$ cat src/cpc_pkg.sv
`default_nettype none

package cpc_pkg;

  localparam int unsigned TABLE_ENTRIES_DEF = 256;
  localparam int unsigned CORDIC_STAGES_DEF = 16;
  localparam int unsigned SAMPLE_BITS_DEF   = 16;
  localparam int unsigned ATAN_COUNT        = 24;

  // angle accumulator: 2^32 units per full turn
  localparam logic [31:0] HALF_TURN  = 32'h8000_0000;
  localparam logic [31:0] ROUND_HALF = 32'h0000_8000;

  // rounded phase codes, pi/32768 units, 16-bit two's complement wrap
  localparam logic [15:0] R_ZERO         = 16'h0000;
  localparam logic [15:0] R_HALF         = 16'h8000;
  localparam logic [15:0] R_QUARTER      = 16'h4000;
  localparam logic [15:0] R_NEG_QUARTER  = 16'hC000;
  localparam logic [15:0] HUE_FLIP       = 16'h8000;
  localparam logic [16:0] PHASE_MIN      = 17'h18000;

  typedef enum logic {
    OP_LOAD   = 1'b0,
    OP_COLOUR = 1'b1
  } cpc_op_e;

  typedef struct packed {
    cpc_op_e            op;
    logic [7:0]         table_index;
    logic [11:0]        load_red;
    logic [11:0]        load_green;
    logic [11:0]        load_blue;
    logic signed [15:0] sample_real;
    logic signed [15:0] sample_imag;
  } cpc_in_t;

  typedef struct packed {
    logic signed [16:0] phase_angle;
    logic [15:0]        hue_turns;
    logic [11:0]        colour_red;
    logic [11:0]        colour_green;
    logic [11:0]        colour_blue;
  } cpc_out_t;

  // per-word side info carried alongside the rotation datapath
  typedef struct packed {
    cpc_op_e     op;
    logic        axis;
    logic [15:0] axis_code;
    logic        load_ok;
    logic [7:0]  table_index;
    logic [11:0] load_red;
    logic [11:0] load_green;
    logic [11:0] load_blue;
  } cpc_side_t;

  // atan(2^-i) in 2^32 units per turn
  function automatic logic [31:0] atan_unit(input int unsigned idx);
    logic [31:0] v;
    unique case (idx)
      0:       v = 32'h2000_0000;
      1:       v = 32'h12E4_051D;
      2:       v = 32'h09FB_385B;
      3:       v = 32'h0511_11D4;
      4:       v = 32'h028B_0D43;
      5:       v = 32'h0145_D7E1;
      6:       v = 32'h00A2_F61E;
      7:       v = 32'h0051_7C55;
      8:       v = 32'h0028_BE53;
      9:       v = 32'h0014_5F2E;
      10:      v = 32'h000A_2F98;
      11:      v = 32'h0005_17CC;
      12:      v = 32'h0002_8BE6;
      13:      v = 32'h0001_45F3;
      14:      v = 32'h0000_A2F9;
      15:      v = 32'h0000_517C;
      16:      v = 32'h0000_28BE;
      17:      v = 32'h0000_145F;
      18:      v = 32'h0000_0A2F;
      19:      v = 32'h0000_0517;
      20:      v = 32'h0000_028B;
      21:      v = 32'h0000_0145;
      22:      v = 32'h0000_00A2;
      23:      v = 32'h0000_0051;
      default: v = 32'h0000_0000;
    endcase
    return v;
  endfunction

endpackage

`default_nettype wire

$ cat src/cpc_cordic_stage.sv
`default_nettype none

module cpc_cordic_stage #(
  parameter int unsigned XW    = 19,
  parameter int unsigned STAGE = 0
) (
  input  wire                   clk_i,
  input  wire                   rst_ni,
  input  wire                   valid_i,
  output logic                  ready_o,
  input  wire signed [XW-1:0]   x_i,
  input  wire signed [XW-1:0]   y_i,
  input  wire [31:0]            z_i,
  input  cpc_pkg::cpc_side_t    side_i,
  output logic                  valid_o,
  input  wire                   ready_i,
  output logic signed [XW-1:0]  x_o,
  output logic signed [XW-1:0]  y_o,
  output logic [31:0]           z_o,
  output cpc_pkg::cpc_side_t    side_o
);
  import cpc_pkg::*;

  localparam logic [31:0] ATAN = atan_unit(STAGE);

  logic                 valid_q;
  logic signed [XW-1:0] dx, dy, x_d, y_d, x_q, y_q;
  logic [31:0]          z_d, z_q;
  cpc_side_t            side_q;
  logic                 y_pos;

  always_comb begin
    // arithmetic shift rounds toward minus infinity
    dx    = y_i >>> STAGE;
    dy    = x_i >>> STAGE;
    y_pos = !y_i[XW-1] && (y_i != '0);
    if (y_pos) begin
      x_d = x_i + dx;
      y_d = y_i - dy;
      z_d = z_i + ATAN;
    end else begin
      x_d = x_i - dx;
      y_d = y_i + dy;
      z_d = z_i - ATAN;
    end
  end

  assign ready_o = !valid_q || ready_i;

  always_ff @(posedge clk_i or negedge rst_ni) begin
    if (!rst_ni) begin
      valid_q <= 1'b0;
    end else if (ready_o) begin
      valid_q <= valid_i;
    end
  end

  always_ff @(posedge clk_i) begin
    if (ready_o && valid_i) begin
      x_q    <= x_d;
      y_q    <= y_d;
      z_q    <= z_d;
      side_q <= side_i;
    end
  end

  assign valid_o = valid_q;
  assign x_o     = x_q;
  assign y_o     = y_q;
  assign z_o     = z_q;
  assign side_o  = side_q;

endmodule

`default_nettype wire

$ cat config.mk
export PLATFORM = sky130hd
export DESIGN_NAME = cpc_cordic_stage
export DESIGN_NICKNAME = d
export VERILOG_FILES = /design/src/cpc_pkg.sv /design/src/cpc_cordic_stage.sv
export SDC_FILE = /design/constraint.sdc
export NUM_CORES = 1
export LEC_CHECK = 0
export BUFFER_PORTS_ARGS = -buffer_cell sky130_fd_sc_hd__buf_2
export CORE_UTILIZATION = 45
export CTS_CLUSTER_SIZE = 25
export DETAILED_ROUTE_END_ITERATION = 10
export GPL_ROUTABILITY_DRIVEN = 1
export PLACE_DENSITY = 0.71
export SYNTH_ARGS = -nofsm -noshare
export SYNTH_HDL_FRONTEND = slang
export SYNTH_SLANG_ARGS = --single-unit
$ cat constraint.sdc
create_clock -name clk_i -period 6.75 [get_ports clk_i]
set_input_delay 1.35 -clock clk_i [delete_from_list [all_inputs] [get_ports clk_i]]
set_output_delay 1.35 -clock clk_i [all_outputs]
set_load 0.005 [all_outputs]
Word-level counts from Yosys, hierarchy flattened
Cells that the tools add are included.
Word-level totals
  word-level logic and storage cells: 26
  flip-flop bits (word level): 134
Cells by class
  add/subtract/negate cells: 5
  reductions and logical operators: 6
  mux-type cells: 3
Operators with widths (number)
  2-to-1 mux 19 bit: 2
  subtractor 19 bit: 2
  adder 32 x 30 -> 32 bit (second input constant): 1
  2-to-1 mux 32 bit: 1
  subtractor 32 x 30 -> 32 bit (second input constant): 1
  adder 19 bit: 1
  nonzero test 19 bit: 1
  logical AND 1 bit: 2
  logical NOT 1 bit: 2
  logical OR 1 bit: 1

Longest topological paths before layout
Gate-level depths: netlist of the first run.
  depth in word-level cells: 3
  mapped depth: 10
  mapped depth without buffers: 10

Worst setup path before layout of the first run
No wires, ideal clock.
  path type: input-to-reg
  from: input ready_i
  to: register side_q, in the netlist side_o[0] (enable)
  cell stages on the path: 2
  path slack: 1692 ps
  buffers on the path: 0
  arrival: 4551 ps
  setup time: 507 ps
  path through: nand2b_1 and2_1
Between the ends
  longest elaborated chain between the ends: 2
Ends and longest elaborated chain
  from (decl): line cpc_cordic_stage.sv:16  | input wire ready_i,
  logical OR 1 bit: line cpc_cordic_stage.sv:48  | assign ready_o = !valid_q || ready_i;
  logical AND 1 bit: line cpc_cordic_stage.sv:59  | if (ready_o && valid_i) begin
  to (signal assigned): line cpc_cordic_stage.sv:63  | side_q <= side_i;
  to (decl): line cpc_cordic_stage.sv:29  | cpc_side_t side_q;
Every way passes these cells.
A chain may end at the register's enable or synchronous reset.

Worst setup path in the final report of the first run
  from: input y_i[1]
  to: register z_q[31] (netlist: z_o[31]) (data pin)
Between the ends
  longest elaborated chain between the ends: 3
Ends and longest elaborated chain
  from (decl): line cpc_cordic_stage.sv:12  | input wire signed [XW-1:0] y_i,
  nonzero test 19 bit: line cpc_cordic_stage.sv:36  | y_pos = !y_i[XW-1] && (y_i != '0);
  logical AND 1 bit: line cpc_cordic_stage.sv:36
  2-to-1 mux 32 bit: line cpc_cordic_stage.sv:37  | if (y_pos) begin
  net z_d[31]: line cpc_cordic_stage.sv:28  | logic [31:0] z_d, z_q;
  to (signal assigned): line cpc_cordic_stage.sv:62  | z_q <= z_d;
  to (decl): line cpc_cordic_stage.sv:28
The timed path passes the listed nets, and every way through them passes these cells.

==> flow_metrics.env, run 1 <==
export IMPL_status="finished clean"
export IMPL_multiInputGateArea_mm2=0.00294
export IMPL_syn_avg_cell_area_um2=11.8
export IMPL_die_w_um=129
export IMPL_grt_pass1_vias=5209
export IMPL_yosysUniqueCellTypes=59
export IMPL_syn_nets=814
export IMPL_finalWirelength_um=18800
export IMPL_critPathRequiredTime_ns=6.89
export IMPL_layout_common_cells="271 x buf_2, 132 x edfxtp_1, 60 x a21oi_1, 59 x ha_1, 50 x inv_1"
export IMPL_synth_top_area_share=0.547
export IMPL_hold_buffers=0
export IMPL_via_count=5743
export IMPL_yosysTopAreaCell="edfxtp_1"
export IMPL_cp_max_fo=45
export IMPL_slew_headroom=0.263
export IMPL_start_util=0.458
export IMPL_routedWlPerCell_um=16.9
export IMPL_pin_count=272
export IMPL_layoutNonFillerInstCount=1113
export IMPL_clkTransAtPathRegs_ns=0.06
export IMPL_viasPerCell=5.16
export IMPL_worstPathArrival_ns=3.80
export IMPL_p_leak_nw=4.10
export IMPL_cp_startpoint="y_i[1]"
export IMPL_cts_tree="built"
export IMPL_antenna_found_initial=1
export IMPL_rsz0062_at_grt="no"
export IMPL_synthFlopType="edfxtp_1"
export IMPL_slew_viol_final=0
export IMPL_htree_levels=4
export IMPL_dp_cells=1081
export IMPL_synth_area_mm2=0.00725
export IMPL_final_nets=1084
export IMPL_ys_seq_elements=133
export IMPL_grtUsageTotal=0.228
export IMPL_postRouteAntennaNets=0
export IMPL_criticalPathCategory="in -> reg"
export IMPL_core_rowCount=46
export IMPL_synthCells=614
export IMPL_drc_errors=0
export IMPL_async_reset_ff_frac=0.00752
export IMPL_maxCapViolCount=0
export IMPL_ys_top_cells_by_area="edfxtp_1 55%, ha_1 10%, a21oi_1 4.1%"
export IMPL_final_hold_viol_count=0
export IMPL_start_kind="input pin"
export IMPL_tightestPinTransition_ns=1.11
export IMPL_place_hpwl_um=14900
export IMPL_min_delay_start="valid_o"
export IMPL_port_buffers=271
export IMPL_drive_above_1_share=0.359
export IMPL_grt_pass1_wl_um=28200
export IMPL_skew_ns=0.00566
export IMPL_grt_overflow=0
export IMPL_ys_warn_count=0
export IMPL_ir_drop_v=0.000142
export IMPL_seqCellArea_mm2=0.00399
export IMPL_finalSetupViolations=0
export IMPL_finalWeightedCongestion=0.948
export IMPL_fmax_ghz=0.273
export IMPL_coreArea_mm2=0.0158
export IMPL_cts_resized=0
export IMPL_min_period_over_period=0.543
export IMPL_cts_inserted_buffers=17
export IMPL_final_common_cell="buf_2"
export IMPL_hold_class="reg -> reg"
export IMPL_postCtsSetupBuffers=0
export IMPL_worstSkewPairLatency_ns=0.40
export IMPL_worstReg2RegStart="valid_o"
export IMPL_synth_seq_area_share=0.550
export IMPL_diodes=0
export IMPL_tns_ns=0
export IMPL_die_area_mm2=0.0166
export IMPL_min_period_ns=3.66
export IMPL_fillers=1342
export IMPL_synth_edf_count=132
export IMPL_first_pass_iters=5
export IMPL_cts_root_buf="clkbuf_16"
export IMPL_clk_path_buf_depth=2
export IMPL_grt_max_degree=87
export IMPL_drtIter0Drc=377
export IMPL_endpoint_kind="flip-flop"
export IMPL_clkSinkCount=133
export IMPL_syn_to_final_growth_pct=29.5
export IMPL_power_density_mw_per_mm2=255
export IMPL_fp_dieH_um=129
-- where the power goes --
part / internal [W] / switching, W / total, W
registers: 0.000992 / 0.0000119 / 0.00100
clock network: 0.000629 / 0.000330 / 0.000959
logic: 0.000177 / 0.000252 / 0.000429
-- synth_stat cells, types with 5 or more instances --
cell	instances
edfxtp_1	132
a21oi_1	60
ha_1	59
inv_1	50
nor2_1	41
nand2_1	27
xnor2_1	27
o21ai_0	26
nor3_1	16
buf_2	10
o21bai_1	10
nand2b_1	8
nor2b_1	8
o21ai_1	8
a211oi_1	7
a21o_1	7
buf_4	7
nand3_1	7
xor2_1	7
and2_1	6
o211ai_1	6
a31oi_1	5
mux2i_1	5
or2_2	5
-- state kept, by name, summed over array words and instances, names as in the netlist --
register  cells
side_o       63
z_o          32
x_o          19
y_o          18
valid_o       1
-- final timing paths --
kind / to / slack [ns] / cells past startpoint
worst max-delay path: z_o[31] / 3.09 / 9
worst min-delay path: valid_o / 0.54 / 2
worst max register to register: side_o[8] / 4.29 / 3
worst min register to register: valid_o / 0.54 / 2
max in group asynchronous: valid_o / 5.96 / 1
min in group asynchronous: valid_o / 0.71 / 1
-- kinds of logic (layout without fill, tap and decap cells) --
logic type      Yosys count  in the layout  synth area share
compound gates          160            160             0.142
xor+xnor                 34             34            0.0411
fa+ha+maj                63             63             0.113
buf+inv                  74            357            0.0449
flops                   133            133             0.550
mux                       5              5           0.00690
simple gates            145            145             0.102
-- per-layer routing --
layer / track usage / share of wire / vias up
li1: - / - / 2776
met1: 0.280 / 0.41 / 2684
met2: 0.392 / 0.50 / 247
met3: 0.0466 / 0.061 / 34
met4: 0.0913 / 0.025 / 2
met5: 0 / 0.00080 / -
-- final cells by class --
class / instances / area share
Sequential cell: 133 / 0.425
Multi-Input combinational cell: 407 / 0.313
Timing Repair Buffer: 273 / 0.146
Clock buffer: 20 / 0.0476
Tap cell: 216 / 0.0288
Inverter: 52 / 0.0209
Clock inverter: 12 / 0.0189
-- per-stage QoR --
step	area [µm²]	setup WS, ns	utilization	power [W]	hold WS [ns]
final	9390	3.09	0.593	0.00239	0.537
after global routing	9390	2.94	0.593	0.00249	0.575
after CTS	9390	3.14	0.593	0.00241	0.539
after detailed placement	8770	2.70	0.554	0.00145	0.526
after global placement	8770	2.73	0.554	0.00144	0.513
after floorplan	7250	1.69	-	0.00128	0.537
-- critical path, stage by stage --
cell	delay [ns]
buf_2	0.15
or4_1	0.14
nor3_2	0.06
a31oi_2	0.16
buf_4	0.37
clkinv_2	0.62
fa_1	0.63
xnor2_1	0.19
xnor2_1	0.08
No activity file was read; power rests on OpenSTA's default activity.
==> run 2: changes to the inputs <==
--- a/config.mk
+++ b/config.mk
@@ -10,7 +10,7 @@
 export CTS_CLUSTER_SIZE = 25
 export DETAILED_ROUTE_END_ITERATION = 10
 export GPL_ROUTABILITY_DRIVEN = 1
-export PLACE_DENSITY = 0.71
+export PLACE_DENSITY = 0.74
 export SYNTH_ARGS = -nofsm -noshare
 export SYNTH_HDL_FRONTEND = slang
 export SYNTH_SLANG_ARGS = --single-unit
==> constraint.sdc (replaced) <==
create_clock -name clk_i -period 3 [get_ports clk_i]
set_input_delay 0.6 -clock clk_i [delete_from_list [all_inputs] [get_ports clk_i]]
set_output_delay 0.6 -clock clk_i [all_outputs]
set_load 0.005 [all_outputs]
==> run 2 against run 1 <==
Critical path depth grew 1. Non-clock buffer count rose by 42. Sequential power up 130%. Die area is the same. Global-route usage grew 0.31 points. Critical path type unchanged. Largest cell class unchanged. Highest routed layer is now met4.
==> flow_metrics.env, run 2 (synthesis gave the netlist of run 1 again) <==
export IMPL_grt_max_degree=65
export IMPL_place_hpwl_um=15400
export IMPL_viasPerCell=5.06
export IMPL_min_period_ns=2.59
export IMPL_clkTransAtPathRegs_ns=0.06
export IMPL_max_stage_delay_ns=0.44
export IMPL_htree_levels=4
export IMPL_port_buffers=271
export IMPL_drive_above_1_share=0.388
export IMPL_cp_top_family="compound AO/OA/AOI/OAI gates"
export IMPL_finalWirelength_um=19200
export IMPL_hold_class="in -> reg"
export IMPL_antenna_found_initial=0
export IMPL_grt_pass1_vias=5378
export IMPL_grt_overflow=0
export IMPL_rsz0062_at_grt="no"
export IMPL_syn_to_final_growth_pct=34.7
export IMPL_grtUsageTotal=0.231
export IMPL_tns_ns=0
export IMPL_clkSinkCount=133
export IMPL_slew_headroom=0.663
export IMPL_coreArea_mm2=0.0158
export IMPL_endpoint_kind="flip-flop"
export IMPL_largest_reg_flops=63
export IMPL_die_area_mm2=0.0166
export IMPL_slew_viol_final=0
export IMPL_postRouteAntennaNets=0
export IMPL_drtIter0Drc=394
export IMPL_final_hold_viol_count=0
export IMPL_layout_common_cells="271 x buf_2, 132 x edfxtp_1, 60 x a21oi_1, 59 x ha_1, 50 x inv_1"
export IMPL_fmax_ghz=0.386
export IMPL_start_kind="input pin"
export IMPL_via_count=5849
export IMPL_holdPathStages=1
export IMPL_reg2reg_setup_slack_ns=1.43
export IMPL_clk_path_buf_depth=2
export IMPL_cp_max_fo=9
export IMPL_path_common_cell="inv_1"
export IMPL_maxCapViolCount=0
export IMPL_ir_drop_v=0.000326
export IMPL_grt_pass1_wl_um=28700
export IMPL_routedWlPerCell_um=16.6
export IMPL_first_pass_iters=6
export IMPL_min_delay_start="z_i[4]"
export IMPL_final_common_cell="buf_2"
export IMPL_tightestPinTransition_ns=0.503
export IMPL_core_rowCount=46
export IMPL_diodes=0
export IMPL_pin_count=272
export IMPL_drc_errors=0
export IMPL_finalSetupViolations=0
export IMPL_worstSkewPairLatency_ns=0.40
export IMPL_criticalPathCategory="in -> reg"
export IMPL_regToRegEndpoint="x_o[16]"
export IMPL_slowest_stage="ha_1"
export IMPL_worstReg2RegStart="valid_o"
export IMPL_final_util=0.617
export IMPL_cts_tree="built"
export IMPL_fp_dieH_um=129
export IMPL_die_w_um=129
export IMPL_min_to="z_o[4]"
export IMPL_path_cells="buf_2 > inv_1 > ha_1 > inv_1 > nand2_1 > o21ai_1 > o21ai_0 > a31oi_1 > and3_1 > a2111oi_2"
export IMPL_worstRegToRegCells=3
export IMPL_postCtsSetupBuffers=0
export IMPL_worstPathArrival_ns=2.80
export IMPL_min_period_over_period=0.864
export IMPL_final_nets=1126
export IMPL_p_leak_nw=4.32
export IMPL_cts_root_buf="clkbuf_16"
export IMPL_skew_ns=0.00897
export IMPL_cts_inserted_buffers=17
export IMPL_power_density_mw_per_mm2=561
export IMPL_critPathRequiredTime_ns=3.21
export IMPL_start_util=0.458
export IMPL_status="finished clean"
export IMPL_finalWeightedCongestion=0.937
export IMPL_crit_cells=10
export IMPL_crit_buf_inv=3
export IMPL_fillers=1293
## run 2: worst max path at each step
stage	startpoint	endpoint	slack, ns
2_1_floorplan	ready_i	side_o[0]	0.17
3_3_place_gp	y_i[2]	x_o[16]	0.04
3_5_place_dp	y_i[2]	x_o[16]	0.02
4_1_cts	y_i[2]	x_o[16]	0.45
5_1_grt	x_i[7]	x_o[16]	0.26
6_report	x_i[7]	x_o[16]	0.41
## run 2: metrics by stage
| step | cell area (µm²) | cells | power [W] | hold WS [ns] | worst slack, ns |
|---|---|---|---|---|---|
| 5_1_grt | 9770 | 1155 | 0.00570 | 0.346 | 0.260 |
| 2_1_floorplan | 7250 | 614 | 0.00287 | 0.304 | 0.167 |
| 3_5_place_dp | 9130 | 1122 | 0.00333 | 0.377 | 0.0211 |
| 4_1_cts | 9770 | 1155 | 0.00552 | 0.348 | 0.452 |
| 6_report | 9770 | 1155 | 0.00548 | 0.368 | 0.407 |
| 3_3_place_gp | 9130 | 1122 | 0.00332 | 0.377 | 0.0388 |
## run 2: layout make-up
cell class,instances,area (µm²),share of cell area
clock buffers,18,429,0.0439
clock inverters,14,201,0.0206
inverters,52,196,0.0201
multi-input cells,407,2940,0.301
flip-flops and latches,133,3990,0.408
well taps,216,270,0.0277
repair buffers,315,1740,0.178
## run 2: what timing repair did
item,CTS,global route
hold buffers,1,0
gates resized for setup,0,0
hold endpoints to repair,1,0
## run 2: power by group
| group | switching (W) | internal [W] | total [W] |
|---|---|---|---|
| Clock | 0.000774 | 0.00140 | 0.00218 |
| Combinational | 0.000583 | 0.000461 | 0.00104 |
| Sequential | 0.0000275 | 0.00223 | 0.00226 |
## run 2: metal layers
| metal | part of all wire | routed length, µm | GRT usage | vias up |
|---|---|---|---|---|
| li1 | - | - | - | 2860 |
| met1 | 0.40 | 7770 | 0.285 | 2673 |
| met2 | 0.50 | 9520 | 0.391 | 281 |
| met3 | 0.068 | 1300 | 0.0491 | 35 |
| met4 | 0.031 | 599 | 0.0997 | 0 |
| met5 | 0 | 0 | 0 | - |
