`config.mk`:
```
export PLATFORM = sky130hd
export DESIGN_NAME = cpc_front
export DESIGN_NICKNAME = d
export VERILOG_FILES = /design/src/cpc_pkg.sv /design/src/cpc_front.sv
export SDC_FILE = /design/constraint.sdc
export NUM_CORES = 1
export LEC_CHECK = 0
export ABC_AREA = 1
export BUFFER_PORTS_ARGS = -buffer_cell sky130_fd_sc_hd__clkbuf_2
export CAP_MARGIN = 20
export CORE_ASPECT_RATIO = 0.9
export CORE_MARGIN = 2
export CORE_UTILIZATION = 30
export DETAILED_ROUTE_END_ITERATION = 8
export GPL_TIMING_DRIVEN = 0
export SLEW_MARGIN = 20
export SYNTH_ARGS = -nofsm -noshare
export SYNTH_HDL_FRONTEND = slang
export SYNTH_SLANG_ARGS = --single-unit
```
`constraint.sdc`:
```
create_clock -name clk_i -period 6.3 [get_ports clk_i]
set_input_delay 0.63 -clock clk_i [delete_from_list [all_inputs] [get_ports clk_i]]
set_output_delay 0.63 -clock clk_i [all_outputs]
set_load 0.05 [all_outputs]
```
`src/cpc_pkg.sv`:
```
`default_nettype none

package cpc_pkg;

  localparam int unsigned TABLE_ENTRIES_DEF = 256;
  localparam int unsigned CORDIC_STAGES_DEF = 16;
  localparam int unsigned SAMPLE_BITS_DEF   = 16;
  localparam int unsigned ATAN_COUNT        = 24;

  // angle accumulator: 2^32 units per full turn
  localparam logic [31:0] HALF_TURN  = 32'h8000_0000;
  localparam logic [31:0] ROUND_HALF = 32'h0000_8000;

  // rounded phase codes, pi/32768 units, 16-bit two's complement wrap
  localparam logic [15:0] R_ZERO         = 16'h0000;
  localparam logic [15:0] R_HALF         = 16'h8000;
  localparam logic [15:0] R_QUARTER      = 16'h4000;
  localparam logic [15:0] R_NEG_QUARTER  = 16'hC000;
  localparam logic [15:0] HUE_FLIP       = 16'h8000;
  localparam logic [16:0] PHASE_MIN      = 17'h18000;

  typedef enum logic {
    OP_LOAD   = 1'b0,
    OP_COLOUR = 1'b1
  } cpc_op_e;

  typedef struct packed {
    cpc_op_e            op;
    logic [7:0]         table_index;
    logic [11:0]        load_red;
    logic [11:0]        load_green;
    logic [11:0]        load_blue;
    logic signed [15:0] sample_real;
    logic signed [15:0] sample_imag;
  } cpc_in_t;

  typedef struct packed {
    logic signed [16:0] phase_angle;
    logic [15:0]        hue_turns;
    logic [11:0]        colour_red;
    logic [11:0]        colour_green;
    logic [11:0]        colour_blue;
  } cpc_out_t;

  // per-word side info carried alongside the rotation datapath
  typedef struct packed {
    cpc_op_e     op;
    logic        axis;
    logic [15:0] axis_code;
    logic        load_ok;
    logic [7:0]  table_index;
    logic [11:0] load_red;
    logic [11:0] load_green;
    logic [11:0] load_blue;
  } cpc_side_t;

  // atan(2^-i) in 2^32 units per turn
  function automatic logic [31:0] atan_unit(input int unsigned idx);
    logic [31:0] v;
    unique case (idx)
      0:       v = 32'h2000_0000;
      1:       v = 32'h12E4_051D;
      2:       v = 32'h09FB_385B;
      3:       v = 32'h0511_11D4;
      4:       v = 32'h028B_0D43;
      5:       v = 32'h0145_D7E1;
      6:       v = 32'h00A2_F61E;
      7:       v = 32'h0051_7C55;
      8:       v = 32'h0028_BE53;
      9:       v = 32'h0014_5F2E;
      10:      v = 32'h000A_2F98;
      11:      v = 32'h0005_17CC;
      12:      v = 32'h0002_8BE6;
      13:      v = 32'h0001_45F3;
      14:      v = 32'h0000_A2F9;
      15:      v = 32'h0000_517C;
      16:      v = 32'h0000_28BE;
      17:      v = 32'h0000_145F;
      18:      v = 32'h0000_0A2F;
      19:      v = 32'h0000_0517;
      20:      v = 32'h0000_028B;
      21:      v = 32'h0000_0145;
      22:      v = 32'h0000_00A2;
      23:      v = 32'h0000_0051;
      default: v = 32'h0000_0000;
    endcase
    return v;
  endfunction

endpackage

`default_nettype wire

```
`src/cpc_front.sv`:
```
`default_nettype none

module cpc_front #(
  parameter int unsigned SAMPLE_BITS   = 16,
  parameter int unsigned TABLE_ENTRIES = 256,
  parameter int unsigned XW            = SAMPLE_BITS + 3
) (
  input  wire                   clk_i,
  input  wire                   rst_ni,
  input  wire                   valid_i,
  output logic                  ready_o,
  input  cpc_pkg::cpc_in_t      data_i,
  output logic                  valid_o,
  input  wire                   ready_i,
  output logic signed [XW-1:0]  x_o,
  output logic signed [XW-1:0]  y_o,
  output logic [31:0]           z_o,
  output cpc_pkg::cpc_side_t    side_o
);
  import cpc_pkg::*;

  logic [SAMPLE_BITS+15:0]  re_ext, im_ext;
  logic [SAMPLE_BITS-1:0]   re_raw, im_raw;
  logic signed [XW-1:0]     x0, y0;
  logic                     x_neg;
  logic                     valid_q;
  logic signed [XW-1:0]     x_d, y_d, x_q, y_q;
  logic [31:0]              z_d, z_q;
  cpc_side_t                side_d, side_q;

  always_comb begin
    // the field is taken as its raw 16-bit pattern, then sign extended from SAMPLE_BITS
    re_ext = (SAMPLE_BITS + 16)'($unsigned(data_i.sample_real));
    im_ext = (SAMPLE_BITS + 16)'($unsigned(data_i.sample_imag));
    re_raw = re_ext[SAMPLE_BITS-1:0];
    im_raw = im_ext[SAMPLE_BITS-1:0];
    x0     = XW'($signed(re_raw));
    y0     = XW'($signed(im_raw));
    x_neg  = x0[XW-1];

    // fold the left half plane onto the right one
    x_d = x_neg ? -x0 : x0;
    y_d = x_neg ? -y0 : y0;
    z_d = x_neg ? HALF_TURN : 32'h0;

    side_d.op          = data_i.op;
    side_d.axis        = (y0 == '0) || (x0 == '0);
    if (y0 == '0) begin
      side_d.axis_code = x_neg ? R_HALF : R_ZERO;
    end else begin
      side_d.axis_code = y0[XW-1] ? R_NEG_QUARTER : R_QUARTER;
    end
    side_d.load_ok     = {24'd0, data_i.table_index} < 32'(TABLE_ENTRIES);
    side_d.table_index = data_i.table_index;
    side_d.load_red    = data_i.load_red;
    side_d.load_green  = data_i.load_green;
    side_d.load_blue   = data_i.load_blue;
  end

  assign ready_o = !valid_q || ready_i;

  always_ff @(posedge clk_i or negedge rst_ni) begin
    if (!rst_ni) begin
      valid_q <= 1'b0;
    end else if (ready_o) begin
      valid_q <= valid_i;
    end
  end

  always_ff @(posedge clk_i) begin
    if (ready_o && valid_i) begin
      x_q    <= x_d;
      y_q    <= y_d;
      z_q    <= z_d;
      side_q <= side_d;
    end
  end

  assign valid_o = valid_q;
  assign x_o     = x_q;
  assign y_o     = y_q;
  assign z_o     = z_q;
  assign side_o  = side_q;

  a_right_half: assert property (@(posedge clk_i) disable iff (!rst_ni)
    valid_q && !side_q.axis |-> !x_q[XW-1])
    else $error("rotation input left of the imaginary axis");

endmodule

`default_nettype wire

```
Word-level counts from Yosys, hierarchy flattened
Index checks and enable logic that the tools add are counted. W data, S select, Z words.

Reduce and logical (&&, ||, !) cells: 6. Mux-type cells: 6. Add/sub/neg operators: 2.

Operators with widths (count): $mux W16 (3); $logic_not A19 Y1 (2); $neg A16 Y19 (2); $mux W32 (1); $mux W19 (1); $mux W15 (1); $logic_or A1 B1 Y1 (2); $logic_and A1 B1 Y1 (1); $logic_not A1 Y1 (1).

Word-level logic and storage cells: 26. Register bits: 133.

Longest topological paths before layout
Gate-level depths: netlist of run 1.

Word-level depth: 3. Mapped depth: 9. Mapped depth without buffers: 9.

Worst setup path after synthesis of run 1
Ideal clock, no wire load.

Path type: register -> register. Start point: register valid_q (netlist: valid_o). End point: register side_q (netlist bit side_o[0]) (enable). Clock period less this slack: 5442 ps. Cell stages (with the launch flop): 2. Library setup time: 560 ps. Required time: 5740 ps. Arrival time: 4881 ps. Slack: 858 ps. Buffers on the path: 0. Cell sequence: dfrtp_1 -> a21oi_1.

Word-level cells in the longest chain between the ends: 3.

RTL lines: start: declaration (line cpc_front.sv:26) `logic valid_q;`; start signal: assignment (line cpc_front.sv:66) `valid_q <= valid_i;`; $logic_not A1 Y1 (line cpc_front.sv:60) `assign ready_o = !valid_q || ready_i;`; $logic_or A1 B1 Y1 (line cpc_front.sv:60); $logic_and A1 B1 Y1 (line cpc_front.sv:71) `if (ready_o && valid_i) begin`; end signal: assignment (line cpc_front.sv:75) `side_q <= side_d;`; end: declaration (line cpc_front.sv:29) `cpc_side_t side_d, side_q;`.

Every way passes these cells. A chain may end at the register's enable or synchronous reset.

==> results of run 1 <==
==> cells in the final DEF (no fill, tap or decap), types with 6 or more instances in the layout <==
| cell type | Yosys | final |
|---|---|---|
| buf_4 | 47 | 47 |
| clkbuf_16 | 0 | 9 |
| clkbuf_2 | 0 | 169 |
| conb_1 | 2 | 48 |
| edfxtp_1 | 87 | 87 |
| inv_1 | 33 | 33 |
| nand2_1 | 84 | 84 |
| nand3_1 | 23 | 23 |
| nor2_1 | 19 | 19 |
| nor2_2 | 6 | 6 |
| o21ai_0 | 7 | 7 |
| xor2_1 | 9 | 9 |
==> where the power goes <==
part           switching (mW)  internal (mW)
logic                   0.256         0.0858
registers             0.00919          0.687
clock network           0.231          0.311
==> routing by layer <==
metal | part of all wire (%) | wire length, µm | track usage (%)
met1 | 42 | 4040 | 16.2
met2 | 45 | 4310 | 20.7
met3 | 12 | 1140 | 5.16
met4 | 1.0 | 96 | 3.88
met5 | 0 | 0 | 0
==> critical path, delay by kind of cell <==
| family | cells | cell delay, ps |
|---|---|---|
| fa+ha+maj | 2 | 440 |
| buf+inv | 2 | 180 |
| compound gates | 1 | 140 |
| simple gates | 4 | 560 |
==> cell type report <==
| type | count | area (µm²) |
|---|---|---|
| Buffer | 51 | 397 |
| Clock buffer | 9 | 225 |
| Clock inverter | 7 | 77.6 |
| Fill cell | 1271 | 7540 |
| Inverter | 35 | 131 |
| Multi-Input combinational cell | 219 | 1050 |
| Sequential cell | 88 | 2640 |
| Tap cell | 168 | 210 |
| Timing Repair Buffer | 173 | 943 |
==> worst paths after layout <==
kind / slack (ps) / to
setup / recovery: 4400 / side_o[60]
hold / removal: 60 / valid_o
setup reg to reg: 4500 / side_o[9]
hold reg to reg: 610 / valid_o
max in group asynchronous: 6160 / valid_o
min in group clk_i: 470 / side_o[9]
==> synth_stat cells, types with 2 or more instances <==
cell type / number / area share (%)
nand3b_1: 2 / 0.37
inv_2: 2 / 0.19
nor2_2: 6 / 0.93
nand3_2: 3 / 0.75
clkbuf_8: 2 / 0.68
xor2_1: 9 / 2.0
o21ai_0: 7 / 0.87
edfxtp_1: 87 / 65
buf_4: 47 / 8.8
inv_1: 33 / 3.1
nor3_2: 2 / 0.50
nor2_1: 19 / 1.8
conb_1: 2 / 0.19
nand4_1: 2 / 0.31
ha_1: 4 / 1.2
nand2_1: 84 / 7.8
xnor2_1: 3 / 0.65
nand3_1: 23 / 2.9
==> stage by stage <==
| step | setup WS, ps | power [mW] | hold slack (ps) |
|---|---|---|---|
| final | 4400 | 1.58 | 55.1 |
| after global routing | 4200 | 1.64 | 41.6 |
| after CTS | 4340 | 1.60 | 40.2 |
| after global placement | -876 | 1.05 | 407 |
| after floorplan | 858 | 0.970 | 334 |
| after detailed placement | 3980 | 1.05 | 407 |
==> state kept, by name (all words and copies together), names as in the netlist <==
register,flops
valid_o,1
side_o,48
x_o,19
y_o,19
z_o,1
==> logic make-up (layout without fill, tap and decap cells) <==
kind of cell / count (synthesis) / after routing / share of synthesized area (%)
xor gates and xnor gates: 12 / 12 / 2.61
DFF: 88 / 88 / 65.4
other: 2 / 48 / 0.186
adders and majority gates: 4 / 4 / 1.24
and+or+nand+nor: 146 / 146 / 16.2
buffers and inverters: 86 / 275 / 13.1
AOI/OAI and AO/OA: 9 / 9 / 1.21
==> summary.txt, run 1 <==
Die area = 14400 µm²
Depth of the CTS H-tree = 3
Die width = 126 µm
Status = finished, final reports clean
Peak VDD IR = 108 µV
WL/cell = 12.8 µm
#FFs+latches synth = 88
Worst Path Class, Setup = in2reg
Worst Path Required = 6370 ps
CTS root buffer = clkbuf_16
Port buffer count = 169
Critical Path Start = data_i[1]
Clock Tree Buf Depth = 2
Worst-Skew Late Latency = 330 ps
EDFF count, synth = 87
Crit path max-delay cell type = ha_1
Global placer's final weighted congestion = 0.829
Clock slew seen by the registers of the worst setup and hold paths = 70 ps
Post-synth ARST share = 1.14%
Crit share post-route = 30.1%
Hold Path Class = in2async
Largest net degree at the start of global routing = 26
Fmax = 526 MHz
Global-route wire length before repair = 14.3 mm
Initial core utilization = 30.5%
Diode count = 0
Final core utilization = 42.9%
CP Capture Type = flop
TritonCTS buffer count = 9
Die Height = 114 µm
Drt first pass iters = 4
Site Rows = 40
Number of clock sinks = 88
Ys flop type = edfxtp_1
Critical path peak fanout = 4
Cell-by-cell trace of the critical path = clkbuf_2 > inv_1 > ha_1 > nand3_2 > nor2_2 > nand3_2 > nor3_2 > ha_1 > o21ai_0
Setup_tns = 0 ps
Dpl cells = 734
Register area share after synthesis = 65.4%
Total Wirelength = 9.59 mm
TritonCTS clock tree = done
Final slew viol count = 0
Design area = 5670 µm²
RR Startpoint = valid_o
Pleak = 2.77 nW
Number of global-route vias before repair = 2908
Initial DRC count = 217
Pwr per Cell Area = 279 nW/µm²
Hpwl dp = 7.61 mm
Syn-to-layout area delta = 40.7%
Max-cap violations = 0
Nets = 662
I/O pin count = 216
Vias = 3094
Initial antenna violation count = 0
RSZ-0062 raised after global routing = false
PostCTS Resize Cnt = 0
Reg2reg path depth = 4
Postcts setup bufs = 0
Hold Buf Count CTS = 0
Netlist cell types = 28
Total grt overflow = 0
CP peak stage delay = 250 ps
Worst Path Arrival = 1960 ps
Clk_skew = 3.82 ps
DR vias/cell = 4.13
Startpoint types = input pin
Final Setup Violations = 0
Total number of yosys warnings = 0
Cell area after placement = 5370 µm²
Core ar. = 13200 µm²
All-Layer GR Usage = 12.9%
Share of cells above drive strength 1 = 44.5%
Crit path time final = 1900 ps
Mapped Cells = 347
Final hold viol count = 0
Mapped Area = 4030 µm²
Finished Layout Cells = 750
Detail Route Antenna Nets = 0
DRC Markers = 0
Syn Area/Cell = 11.6 µm²
Relative slew slack = 66.1%
Slew @ Worst Pin = 507 ps
No activity file was read; power rests on OpenSTA's default activity.
==> run 2, diff against run 1 <==
clock period = 1.6 ns   (was 6.3 ns; I/O delays follow)
==> run 2 against run 1 <==
  * Cell count is 5.3% higher
  * Cell area increased by 6.5%
  * Power increased to 3.9 times the previous value
  * Setup slack worse by 4300 ps
  * Register-to-register slack lost 4400 ps
  * Routed wire length increased by 9.9%
  * Core utilization is 2.8 points higher
  * Sequential power grew to 4.0 times the previous value
==> summary.txt, run 2 (synthesis gave the netlist of run 1 again) <==
Hold Path Class = in2reg
Critical path peak fanout = 23
I/O pin count = 216
Clock Tree Buf Depth = 2
RR Startpoint = valid_o
CP Capture Type = flop
WL/cell = 13.3 µm
All-Layer GR Usage = 14.3%
Cell-by-cell trace of the critical path = a21oi_4 > buf_8 > buf_16 > buf_16
Core ar. = 13200 µm²
Setup_tns = 0 ps
Crit share post-route = 92.0%
Final slew viol count = 0
Global-route wire length before repair = 15.9 mm
Hpwl dp = 7.99 mm
Die Height = 114 µm
Design area = 6040 µm²
Total Wirelength = 10.5 mm
Port buffer count = 169
Cell area after placement = 5370 µm²
Final Setup Violations = 0
Syn-to-layout area delta = 49.8%
TritonCTS clock tree = done
Global placer's final weighted congestion = 0.792
Pleak = 2.92 nW
Depth of the CTS H-tree = 3
Hold Crit Depth = 1
Worst Path Required = 1640 ps
Worst hold slack = 10.2 ps
Share of cells above drive strength 1 = 41.8%
Initial DRC count = 221
Crit path max-delay cell type = dfrtp_2
Total grt overflow = 0
Initial core utilization = 30.5%
Clk_skew = 6.92 ps
CP peak stage delay = 430 ps
Initial antenna violation count = 0
Worst Path Class, Setup = reg2reg
Number of clock sinks = 88
Vias = 3268
Final hold viol count = 0
Reg2reg path depth = 4
Detail Route Antenna Nets = 0
Total Power = 6.12 mW
Fmax = 679 MHz
Min-Delay Endpoint = side_o[23]
Site Rows = 40
Status = finished, final reports clean
Worst path most repeated cell = buf_16
Drt first pass iters = 4
Largest net degree at the start of global routing = 24
Commonest cells after routing, fill and taps aside = 169 x clkbuf_2, 87 x edfxtp_1, 84 x nand2_1
Nets = 702
Worst-Skew Late Latency = 330 ps
Die area = 14400 µm²
Number of flip-flops under the largest register name = 48
Commonest non-fill, non-tap cell in the layout = clkbuf_2
Pwr per Cell Area = 1010 nW/µm²
CTS root buffer = clkbuf_16
DRC Markers = 0
PostCTS Resize Cnt = 0
Die width = 126 µm
TritonCTS buffer count = 9
RSZ-0062 raised after global routing = false
Worst Path Arrival = 1510 ps
R2R Path End = y_o[6]
Clock slew seen by the registers of the worst setup and hold paths = 70 ps
DR vias/cell = 4.14
R2R Setup Slk = 130 ps
Peak VDD IR = 434 µV
Crit path time final = 1470 ps
Startpoint types = flop
Diode count = 0
Hold Path Origin = data_i[55]
Number of global-route vias before repair = 3144
Max-cap violations = 0
## run 2: report_power, final
group | internal, mW | switching (mW)
Combinational | 0.402 | 1.03
Sequential | 2.71 | 0.0397
Clock | 1.06 | 0.877
Total | 4.17 | 1.95
## run 2: final cells by class
cell class | instances | area (µm²)
buffer | 51 | 397
clock buffer | 10 | 229
clock inverter | 6 | 42.5
fill | 1237 | 7170
inverter | 35 | 131
multi-input combinational | 219 | 1050
sequential | 88 | 2640
tap | 168 | 210
timing repair buffer | 213 | 1340
## run 2: worst max-delay path by stage
stage / start / endpoint / slack [ps] / cells past startpoint
after floorplan: valid_o / side_o[0] / -870 / 1
after global placement: valid_o / y_o[4] / -1310 / 1
after detailed placement: valid_o / y_o[5] / -230 / 4
after CTS: valid_o / y_o[6] / 120 / 4
after global routing: data_i[1] / side_o[60] / 60 / 9
final: valid_o / y_o[6] / 130 / 4
## run 2: through the flow
step                worst slack (ps)  util [%]  instances
global route                    62.3      45.7        790
finish                           128      45.7        790
CTS                              123      45.5        787
detailed placement              -225      40.6        734
global placement               -1310      39.9        730
floorplan                       -866         -        393
## run 2: timing repair
action | CTS | global route
setup endpoints to repair | 42 | 0
hold buffers | 36 | 3
hold endpoints to repair | 36 | 3
buffers inserted | 1 | 0
## run 2: per-layer routing
layer	part of all wire [%]	wire length [µm]	up-vias	GRT usage, %
met5	0	0	-	0
li1	-	-	1592	-
met2	49	5150	199	25.1
met1	39	4150	1464	16.8
met3	10	1090	13	4.41
met4	1.4	145	0	4.62
## run 2: critical path, delay by kind of cell (launching register included)
| kind | cells | cell delay, ps |
|---|---|---|
| AO/OA/AOI/OAI | 1 | 180 |
| buffers and inverters | 3 | 540 |
| flip-flops | 1 | 430 |
==> run 3, diff against run 2 <==
CELL_PAD_IN_SITES_DETAIL_PLACEMENT = 1   (was default)
CELL_PAD_IN_SITES_GLOBAL_PLACEMENT = 1   (was default)
PLACE_DENSITY_LB_ADDON = 0.1   (was default)
==> run 3 against run 2 <==
  * Core utilization grew 0.69 points
  * Hold slack gained 4.6 ps
  * Cell area grew 1.5%
  * Sequential power is essentially flat
  * Non-clock buffer count grew 6
  * Combinational power is essentially flat
  * Routed wire length grew 8.4%
  * Global-route usage grew 1.6 points
  * Setup slack lost 9.9 ps
  * Die area is the same
==> summary.txt, run 3 (synthesis gave the netlist of run 1 again) <==
Status = finished, final reports clean
Dpl cells = 734
Clock Tree Buf Depth = 2
Die area = 14400 µm²
Combinational Power Share = 22.9%
Number of clock sinks = 88
RSZ-0062 raised after global routing = false
Final hold viol count = 0
Highest routed layer = met4
DR vias/cell = 4.15
Initial DRC count = 159
Depth of the CTS H-tree = 3
Dpl ws = -224 ps
Critical path peak fanout = 23
CP peak stage delay = 440 ps
Internal power = 4.35 mW
Crit path max-delay family = buffers and inverters
Final Setup Violations = 0
I/O pin count = 216
Total grt overflow = 0
Worst path most repeated cell = buf_16
Share of cells above drive strength 1 = 41.6%
Worst Path Arrival = 1530 ps
Register share of total power = 43.0%
Detail Route Antenna Nets = 0
Hpwl dp = 8.42 mm
All-Layer GR Usage = 15.9%
Finished Layout Cells = 796
Startpoint types = flop
Initial antenna violation count = 0
Worst Path Required = 1650 ps
Cell-by-cell trace of the critical path = a21oi_4 > buf_8 > buf_16 > buf_16
Port buffer count = 169
Clock slew seen by the registers of the worst setup and hold paths = 60 ps
Clock power frac = 34.1%
Worst hold slack = 14.8 ps
Final core utilization = 46.4%
Setup_tns = 0 ps
Crit share post-route = 92.6%
Global-route wire length before repair = 17.7 mm
Met1 wire length = 4.73 mm
Crit path time final = 1480 ps
Final slew viol count = 0
TritonCTS clock tree = done
Total Wirelength = 11.4 mm
WL/cell = 14.3 µm
Vias = 3303
Hold Path Class = in2reg
Drt first pass iters = 4
Max-cap violations = 0
Design area = 6130 µm²
Global placer's final weighted congestion = 0.751
Worst Path Class, Setup = reg2reg
TritonCTS buffer count = 9
Die Height = 114 µm
Syn-to-layout area delta = 52.1%
Diode count = 0
Met2 WL = 5.59 mm
Pwr per Cell Area = 1040 nW/µm²
Number of global-route vias before repair = 3396
Worst-Skew Late Latency = 350 ps
Site Rows = 40
CP Capture Type = flop
Largest net degree at the start of global routing = 26
Commonest non-fill, non-tap cell in the layout = clkbuf_2
Net switching power of the design = 2.03 mW
Core ar. = 13200 µm²
R2R Setup Slk = 120 ps
Number of flip-flops under the largest register name = 48
Final WS setup = 118 ps
Clk_skew = 6.87 ps
Cell area after placement = 5370 µm²
Initial core utilization = 30.5%
Peak VDD IR = 451 µV
Die width = 126 µm
Total Power = 6.38 mW
Nets = 708
Switching share of total power = 31.9%
Routed met3 length = 987 µm
Fmax = 675 MHz
Pleak = 2.96 nW
Buffers & Inverters on Critical Path = 3
DRC Markers = 0
Commonest cells after routing, fill and taps aside = 169 x clkbuf_2, 87 x edfxtp_1, 84 x nand2_1
CTS root buffer = clkbuf_16
Crit path max-delay cell type = dfrtp_2
run 3: cell types whose count changed in the layout (fill, tap and decap cells not counted), sizes merged:
cell / delta
clkinvlp: -1
inv: +1
bufinv: +1
clkbuf: -1
dlygate4sd3: +6
run 3: metal layers:
layer  up-vias  GRT usage, %
li1       1610             -
met1      1533          19.3
met2       149          26.8
met3        11          5.77
met4         0          4.40
met5         -             0
run 3: worst paths after layout:
kind                             from          to  depth (start not counted)
min                        data_i[70]  side_o[38]                          1
min reg2reg                   valid_o     valid_o                          2
min in group asynchronous      rst_ni     valid_o                          2
max reg2reg                   valid_o     y_o[17]                          4
max                           valid_o     y_o[17]                          4
max in group asynchronous      rst_ni     valid_o                          2
run 3: power by group through the flow:
stage                     clock, mW  sequential, mW  combinational (mW)
after floorplan                   0            3.27               0.541
after global placement            0            2.80                1.31
after detailed placement          0            2.80                1.37
after CTS                      2.26            2.75                1.46
after global routing           2.33            2.76                1.55
final                          2.18            2.75                1.46
run 3: layout make-up:
class	count	area, µm²
Fill cell	1535	7080
Sequential cell	88	2640
Timing Repair Buffer	219	1400
Multi-Input combinational cell	219	1050
Buffer	51	397
Clock buffer	9	225
Tap cell	168	210
Inverter	35	131
Clock inverter	7	77.6
run 3: what timing repair did:
item | CTS | global route
resized for setup | 0 | 0
setup buffers | 1 | 0
setup endpoints to repair | 62 | 0
hold buffers | 45 | 0
hold endpoints to repair | 45 | 0
